## config.mk

```make
export PLATFORM = sky130hd
export DESIGN_NAME = cvs_mac
export DESIGN_NICKNAME = d
export VERILOG_FILES = /design/src/cvs_pkg.sv /design/src/cvs_mac.sv
export SDC_FILE = /design/constraint.sdc
export NUM_CORES = 1
export LEC_CHECK = 0
export BUFFER_PORTS_ARGS = -buffer_cell sky130_fd_sc_hd__buf_2
export CAP_MARGIN = 40
export CORE_MARGIN = 4
export CORE_UTILIZATION = 40
export DETAILED_ROUTE_END_ITERATION = 10
export GPL_TIMING_DRIVEN = 0
export PLACE_DENSITY_LB_ADDON = 0.25
export SYNTH_ARGS = -nofsm -noshare
export SYNTH_HDL_FRONTEND = slang
export SYNTH_SLANG_ARGS = --single-unit
export TNS_END_PERCENT = 10
```

## constraint.sdc

```tcl
create_clock -name clock -period 7.55 [get_ports clock]
set_clock_uncertainty 0.05 [all_clocks]
set_input_delay 0.755 -clock clock [delete_from_list [all_inputs] [get_ports clock]]
set_output_delay 0.755 -clock clock [all_outputs]
set_load 0.05 [all_outputs]
```

## src/cvs_pkg.sv

```systemverilog
// ----------------------------------------------------------------------------
// cvs_pkg
// shared types, register codes and widths of the streaming convolution
// ----------------------------------------------------------------------------
`default_nettype none

package cvs_pkg;

   localparam int KSZ_W      = 2;
   localparam int ISZ_W      = 9;
   localparam int COEF_W     = 16;
   localparam int NUM_COEF   = 9;
   localparam int COEF_IDX_W = 4;
   localparam int CSR_IDX_W  = 3;
   localparam int CSR_DATA_W = 64;

   localparam int KERNEL_RESET = 3;
   localparam int IMAGE_RESET  = 256;

   typedef enum logic [CSR_IDX_W-1:0] {
      CSR_KERNEL_SIZE = 3'd0,
      CSR_IMAGE_SIZE  = 3'd1,
      CSR_COEF_A      = 3'd2,
      CSR_COEF_B      = 3'd3,
      CSR_COEF_C      = 3'd4
   } csr_index_type;

   // hand-off from the line stage into the accumulate pipeline
   typedef struct packed {
      logic load;
      logic last;
   } beat_type;

   // width rounded up to whole bytes
   function automatic int pad8(input int w);
      return ((w + 7) >> 3) << 3;
   endfunction

endpackage

`default_nettype wire

```

## src/cvs_mac.sv

```systemverilog
// ----------------------------------------------------------------------------
// cvs_mac
// registered adder tree over the tap products and the result register
// ----------------------------------------------------------------------------
`default_nettype none

module cvs_mac #(
   parameter int MAX_KERNEL = 3,
   parameter int DATA_WIDTH = 16,
   localparam int TAPS   = MAX_KERNEL * MAX_KERNEL,
   localparam int PROD_W = DATA_WIDTH + cvs_pkg::COEF_W,
   localparam int OUT_W  = 2 * DATA_WIDTH + 3
) (
   input  wire logic                   clock,
   input  wire logic                   reset,
   input  wire cvs_pkg::beat_type      beat,
   output logic                        in_ready,
   input  wire logic [TAPS*PROD_W-1:0] prod,
   output logic                        rsp_valid,
   input  wire logic                   rsp_ready,
   output logic      [OUT_W-1:0]       conv_value,
   output logic                        frame_last
);

   localparam int SUMW   = (OUT_W > PROD_W + 4) ? OUT_W : PROD_W + 4;

   logic            s2_valid_ff, s3_valid_ff, s4_valid_ff;
   logic            s2_last_ff, s3_last_ff, s4_last_ff;
   logic            s2_adv, s3_adv, s3_ready, s4_ready;
   logic [SUMW-1:0] row_sum_ff [MAX_KERNEL];
   logic [SUMW-1:0] row_sum_in [MAX_KERNEL];
   logic [SUMW-1:0] total_in;
   logic [OUT_W-1:0] total_ff;

   assign s4_ready = !s4_valid_ff || rsp_ready;
   assign s3_ready = !s3_valid_ff || s4_ready;
   assign in_ready = !s2_valid_ff || s3_ready;
   assign s2_adv   = s2_valid_ff && s3_ready;
   assign s3_adv   = s3_valid_ff && s4_ready;

   always_comb begin
      logic [PROD_W-1:0] p;
      for (int r = 0; r < MAX_KERNEL; r++) begin
         row_sum_in[r] = '0;
         for (int c = 0; c < MAX_KERNEL; c++) begin
            p = prod[(r*MAX_KERNEL + c)*PROD_W +: PROD_W];
            row_sum_in[r] = row_sum_in[r] + {{(SUMW-PROD_W){p[PROD_W-1]}}, p};
         end
      end
   end

   always_comb begin
      total_in = '0;
      for (int r = 0; r < MAX_KERNEL; r++) begin
         total_in = total_in + row_sum_ff[r];
      end
   end

   always_ff @(posedge clock) begin
      if (beat.load) begin
         s2_last_ff <= beat.last;
      end
      if (s2_adv) begin
         s3_last_ff <= s2_last_ff;
         for (int r = 0; r < MAX_KERNEL; r++) begin
            row_sum_ff[r] <= row_sum_in[r];
         end
      end
      if (s3_adv) begin
         s4_last_ff <= s3_last_ff;
         total_ff   <= total_in[OUT_W-1:0];
      end
   end

   always_ff @(posedge clock) begin
      if (reset) begin
         s2_valid_ff <= 1'b0;
         s3_valid_ff <= 1'b0;
         s4_valid_ff <= 1'b0;
      end else begin
         if (beat.load) begin
            s2_valid_ff <= 1'b1;
         end else if (s2_adv) begin
            s2_valid_ff <= 1'b0;
         end
         if (s2_adv) begin
            s3_valid_ff <= 1'b1;
         end else if (s3_adv) begin
            s3_valid_ff <= 1'b0;
         end
         if (s3_adv) begin
            s4_valid_ff <= 1'b1;
         end else if (rsp_ready) begin
            s4_valid_ff <= 1'b0;
         end
      end
   end

   assign rsp_valid  = s4_valid_ff;
   assign conv_value = total_ff;
   assign frame_last = s4_last_ff;

endmodule

`default_nettype wire

```

# Yosys cells after proc, flatten, opt, wreduce, memory -nomap -nowiden
# Memory sizes are Yosys's and may differ from the RTL's.
# Index checks and enable logic that the tools add are counted.
# totals
elab_cells	35
ramBits	108
memories	1
out_inout_bits	38
ff_bits	41
input_bits	293
# classes
n_mux	8
addsub	8
reduce_logical	11
# mem_list
memory	depth	width	rd	rd_clocked_by_memory_dff	write_ports	line	source
row_sum_ff	3	36	3	0	3	cvs_mac.sv:30	logic [SUMW-1:0] row_sum_ff [MAX_KERNEL];
# op_table
operator	count
$add A33 B32 Y34	3
$add A32 B32 Y33	3
$add A35 B35 Y35	2
$mux W1	8
$reduce_bool A2 Y1	3
$logic_not A1 Y1	3
$logic_or A1 B1 Y1	3
$logic_and A1 B1 Y1	2

# Longest topological paths before layout
# Gate-level depths: netlist of the first run.
# logic_depth
depth_word	6
mapped_depth	14
depth_no_buf	14

# Worst setup path after synthesis of the first run
# OpenSTA, ideal clock, no wires.
# synth_path
path_kind	input to register
start	input port rsp_ready
end	memory row_sum_ff[0][0] (netlist name), enable pin
setup_time_ns	0.578
arrival_time_ns	5.564
cell_stages	3
setup_slack_ns	1.358
n_path_buf	0
required_time_ns	6.922
cell_sequence	nor2b_1 > and2_1 > nor2b_1
# synth_lines
item	line	source
start: declaration	cvs_mac.sv:20	input wire logic rsp_ready,
end: declaration	cvs_mac.sv:30	

==> flow_summary.json, run 1 <==
{
  "yosysUniqueCellTypes": 76,
  "crit_chain": "buf_2 > fa_1 > ha_1 > fa_1 > a211oi_1 > o21ai_1 > a22oi_1 > o31a_1 > o21bai_2 > a211oi_2 > o31ai_2 > a221oi_1",
  "critPathCapture": "row_sum_ff[0][35]$_DFFE_PP_",
  "multi_input_area_sq_mm": 0.00918,
  "row_count": 67,
  "synth_top_area_share_pct": 30.6,
  "yosys_most_used_dff": "edfxtp_1",
  "hp-class": "reg -> reg",
  "place_area_sq_mm": 0.0161,
  "drive_above_1_share_pct": 24.2,
  "ys_ff_latch": 143,
  "cts_buffers": 17,
  "synth-edff-count": 140,
  "firstDrtPassIters": 5,
  "maxCapViolCount": 0,
  "status": "completed",
  "timing.rr.start": "row_sum_ff[0][13]$_DFFE_PP_",
  "ir_worst_vdd_uv": 140,
  "syn_nets": 1810,
  "min_period_ns": 4.02,
  "finalHoldViolations": 0,
  "gp_congestion": 0.905,
  "root_buffer": "clkbuf_16",
  "die_area_sq_mm": 0.0373,
  "yosysSeqAreaShare_pct": 31.1,
  "ant_nets": 0,
  "drt_iter0_drc": 527,
  "hold_buffers": 0,
  "final_area_sq_mm": 0.0166,
  "cp-start-kind": "input port",
  "finalCritPeriodShare_pct": 53.2,
  "grt_pass1_wl_mm": 56.2,
  "finalSetupViolations": 0,
  "min_from": "s3_last_ff$_DFFE_PP_",
  "netlist_area_sq_mm": 0.0137,
  "wl_mm": 35.3,
  "totalPowerFinal_uw": 4720,
  "crit_path_max_fanout": 4,
  "powerDensity_mw_per_mm2": 283,
  "rrSetupSlack_ns": 3.86,
  "synth_area_leaders": "edfxtp_1 (31%), fa_1 (20%), ha_1 (12%)",
  "fin_util_pct": 49.4,
  "antenna_cells": 0,
  "required_ns": 7.68,
  "reg2reg_depth": 11,
  "critPathKind": "in -> reg",
  "hpwl_mm": 30.4,
  "fmax_mhz": 249,
  "nets": 2165,
  "syn2layout_area_growth_pct": 21.3,
  "crit_arrival_ns": 4.15,
  "via_per_inst": 5.22,
  "initial_core_util_pct": 40.7,
  "die_h_um": 193,
  "place.port_buffers": 330,
  "final_common_cell": "buf_2",
  "relSlewSlack_pct": 35.4,
  "dr_total_vias": 10800,
  "critPathMostFrequentCell": "fa_1",
  "cts_tree": "built",
  "clkTransAtPathRegs_ns": 0.07,
  "async_flop_share_pct": 0,
  "antenna_found_initial": 0,
  "yosysWarnings": 0,
  "synthCells": 1254,
  "drc": 0,
  "htreeDepth": 4,
  "core_sq_mm": 0.0337,
  "grt_max_degree": 34,
  "grt-ovfl-total": 0,
  "power_leakage_uw": 0.00717,
  "tightest_slew_ns": 0.962,
  "avgRoutedWirePerCell_um": 17.1,
  "layout_common_cells": "buf_2 (330), edfxtp_1 (140), fa_1 (134)",
  "crit_slowest_cell": "fa_1",
  "grt_pass1_vias": 11200,
  "ctsLongestPathBuffers": 2,
  "rsz0062_at_grt": "no",
  "fp.dieW_um": 193,
  "yosysTopAreaCell": "edfxtp_1",
  "cp-startpoint": "prod[1]",
  "post-cts-setup-buffers": 0,
  "max_stage_delay_ns": 0.49,
  "regArea_sq_mm": 0.00426,
  "r2r-end": "conv_value[34]$_DFFE_PP_",
  "insertion_delay_ns": 0.43,
  "final_max_slew_viol_count": 0,
  "holdWs_ns": 0.370,
  "clock-sinks": 143,
  "cts_resized": 0,
  "grt_usage_pct": 18.5,
  "critPathCaptureType": "register",
  "synth.avg_cell_area_sq_um": 10.9,
  "ios": 331,
  "nFillCells": 3179
}
[flip-flops by register name (all words and copies together), names as in the netlist]
register,flops
row_sum_ff,102
rsp_valid,1
s3_last_ff,1
s3_valid_ff,1
conv_value,35
s2_last_ff,1
frame_last,1
s2_valid_ff,1
[power breakdown]
group | switching (uW) | internal, uW
sequential | 74.9 | 1160
combinational | 1560 | 1090
clock | 367 | 467
total | 2000 | 2720
[cell type report]
type | count | area share, %
sequential | 143 | 25.6
clock inverter | 14 | 0.910
timing repair buffer | 336 | 10.6
clock buffer | 18 | 2.58
buffer | 28 | 0.632
multi-input combinational | 1033 | 55.2
inverter | 50 | 1.13
tap | 448 | 3.37
[synthesized netlist by cell type (32+ instances only)]
| cell type | n |
|---|---|
| xor2_1 | 43 |
| inv_1 | 50 |
| edfxtp_1 | 140 |
| ha_1 | 129 |
| xnor2_1 | 73 |
| nand2_1 | 67 |
| nor2_1 | 49 |
| a21o_1 | 57 |
| a21oi_1 | 131 |
| o21ai_0 | 50 |
| nand3_1 | 32 |
| fa_1 | 134 |
[per-layer routing]
layer  routed length [um]  vias up  global-route usage [%]
met5                    0        -                       0
met4                  529        0                    4.41
met3                 1670       39                    3.03
met2                16000      320                    29.5
met1                17100     5096                    26.7
li1                     -     5347                       -
[critical path: cells and delay by family]
kind | cells | cell delay, ns
compound gates | 8 | 2.08
fa+ha+maj | 3 | 1.18
buf+inv | 1 | 0.11
[stage by stage]
step | setup TNS [ns] | cells | setup slack (ns)
floorplan | 0 | 1254 | 1.36
global placement | -68.06 | 2032 | -0.669
CTS | 0 | 2070 | 3.58
global route | 0 | 2070 | 3.39
detailed placement | 0 | 2038 | 3.15
finish | 0 | 2070 | 3.53
[logic make-up (layout without fill, tap and decap cells)]
| family | after synthesis | count (layout) | share of synthesized area, % |
|---|---|---|---|
| muxes | 1 | 1 | 0.0729 |
| xor gates and xnor gates | 116 | 116 | 7.40 |
| and+or+nand+nor | 267 | 267 | 9.87 |
| adders and majority gates | 263 | 263 | 31.3 |
| DFF | 143 | 143 | 31.1 |
| buffers and inverters | 78 | 446 | 2.13 |
| AOI/OAI and AO/OA | 386 | 386 | 18.1 |
[worst min-delay path by stage]
stage | endpoint | slack [ns] | cells past startpoint
CTS | s3_last_ff$_DFFE_PP_ | 0.37 | 0
finish | frame_last$_DFFE_PP_ | 0.37 | 0
floorplan | frame_last$_DFFE_PP_ | 0.35 | 0
global placement | frame_last$_DFFE_PP_ | 0.35 | 0
detailed placement | s3_last_ff$_DFFE_PP_ | 0.36 | 0
global route | frame_last$_DFFE_PP_ | 0.39 | 0
(Power assumes the default switching activity.)
==> inputs of run 2 (changes only) <==
==> constraint.sdc (replaced) <==
create_clock -name clock -period 3.9 [get_ports clock]
set_clock_uncertainty 0.05 [all_clocks]
set_input_delay 0.39 -clock clock [delete_from_list [all_inputs] [get_ports clock]]
set_output_delay 0.39 -clock clock [all_outputs]
set_load 0.05 [all_outputs]
==> flow_summary.json, run 2 (synthesis results as in run 1) <==
{
  "status": "completed",
  "cts_tree": "built",
  "row_count": 67,
  "layout_common_cells": "buf_2 (330), edfxtp_1 (140), fa_1 (134)",
  "layout_setup_ws_ns": 0.268,
  "ctsLongestPathBuffers": 2,
  "tightest_slew_ns": 0.892,
  "cts_buffers": 17,
  "crit_arrival_ns": 3.75,
  "regMostFlops": "row_sum_ff",
  "ios": 331,
  "dr_total_vias": 10800,
  "grt_max_degree": 34,
  "firstDrtPassIters": 5,
  "dp_cells": 2037,
  "core_sq_mm": 0.0337,
  "final_area_sq_mm": 0.0166,
  "nets": 2164,
  "wl_mm": 35.7,
  "hpwl_mm": 30.7,
  "powerDensity_mw_per_mm2": 546,
  "critPathCaptureType": "register",
  "drt_iter0_drc": 673,
  "min_period_ns": 3.63,
  "finalCritPeriodShare_pct": 93.1,
  "fmax_mhz": 275,
  "clkTransAtPathRegs_ns": 0.07,
  "htreeDepth": 4,
  "gp_congestion": 0.912,
  "grt_pass1_vias": 11200,
  "grt-ovfl-total": 0,
  "die_h_um": 193,
  "finalSetupViolations": 0,
  "required_ns": 4.02,
  "maxCapViolCount": 0,
  "avgRoutedWirePerCell_um": 17.2,
  "grt_pass1_wl_mm": 57.0,
  "antenna_cells": 0,
  "place.port_buffers": 330,
  "critPathKind": "reg -> reg",
  "root_buffer": "clkbuf_16",
  "ant_nets": 0,
  "initial_core_util_pct": 40.7,
  "clock-sinks": 143,
  "die_area_sq_mm": 0.0373,
  "final_max_slew_viol_count": 0,
  "pre_cts_ws_ns": -0.129,
  "power_leakage_uw": 0.00716,
  "instances_no_fill": 2069,
  "regArea_sq_mm": 0.00426,
  "drc": 0,
  "cp-start-kind": "register",
  "syn2layout_area_growth_pct": 21.0,
  "grt_usage_pct": 18.7,
  "multi_input_area_sq_mm": 0.00919,
  "insertion_delay_ns": 0.43,
  "fp.dieW_um": 193,
  "holdWs_ns": 0.0962,
  "nFillCells": 3177,
  "relSlewSlack_pct": 40.1,
  "hp-class": "in -> reg",
  "antenna_found_initial": 0,
  "via_per_inst": 5.24,
  "final_common_cell": "buf_2",
  "hold_buffers": 0,
  "ir_worst_vdd_uv": 254,
  "place_area_sq_mm": 0.0160,
  "drive_above_1_share_pct": 24.2,
  "finalHoldViolations": 0,
  "crit_path_max_fanout": 8,
  "largest_reg_flops": 102,
  "rsz0062_at_grt": "no"
}
## run 2: path summary, 6_finish.rpt
| check | startpoint | end | slack (ns) | depth (start not counted) |
|---|---|---|---|---|
| worst min register to register | s2_last_ff$_DFFE_PP_ | s3_last_ff$_DFFE_PP_ | 0.37 | 0 |
| worst max-delay path | row_sum_ff[0][12]$_DFFE_PP_ | conv_value[33]$_DFFE_PP_ | 0.27 | 11 |
| worst max register to register | row_sum_ff[0][12]$_DFFE_PP_ | conv_value[33]$_DFFE_PP_ | 0.27 | 11 |
| worst min-delay path | beat[0] | s2_last_ff$_DFFE_PP_ | 0.1 | 1 |
## run 2: area by class of cell
| type | instances | area share, % |
|---|---|---|
| clock inverter | 15 | 0.844 |
| multi-input combinational | 1033 | 55.3 |
| buffer | 28 | 0.633 |
| timing repair buffer | 335 | 10.5 |
| clock buffer | 17 | 2.56 |
| tap | 448 | 3.38 |
| sequential | 143 | 25.7 |
| inverter | 50 | 1.13 |
## run 2: what timing repair did
item,in CTS,in global routing
resized for setup,0,1
setup endpoints to repair,0,2
setup buffers,0,0
## run 2: through the flow
step | total power [uW] | util [%] | setup TNS (ns)
after detailed placement | 7460 | 47.6 | -0.400
final | 9070 | 49.3 | 0
after CTS | 9100 | 49.3 | 0
after floorplan | 6130 | - | 0
after global routing | 9810 | 49.3 | 0
after global placement | 7420 | 47.3 | -0.557
## run 2: where the power goes
group | internal, uW | switching, uW | total (uW)
combinational | 2110 | 2980 | 5090
clock | 850 | 740 | 1590
sequential | 2240 | 145 | 2390
## run 2: metal layers
metal	vias to the layer above	routed length (um)	track usage (%)
met4	0	441	4.30
met5	-	0	0
met3	25	1820	2.68
met2	340	16000	29.5
li1	5356	-	-
met1	5121	17400	27.6
## run 2: critical path, cell delays in order (launching register included)
cell and delay, ns:
edfxtp_1 0.42, fa_1 0.55, ha_1 0.22, clkbuf_1 0.20
a211oi_1 0.26, nor2_1 0.08, o41ai_1 0.46, o221ai_1 0.24
o2111ai_1 0.31, nand2_1 0.11, o31ai_1 0.37, xnor2_1 0.11
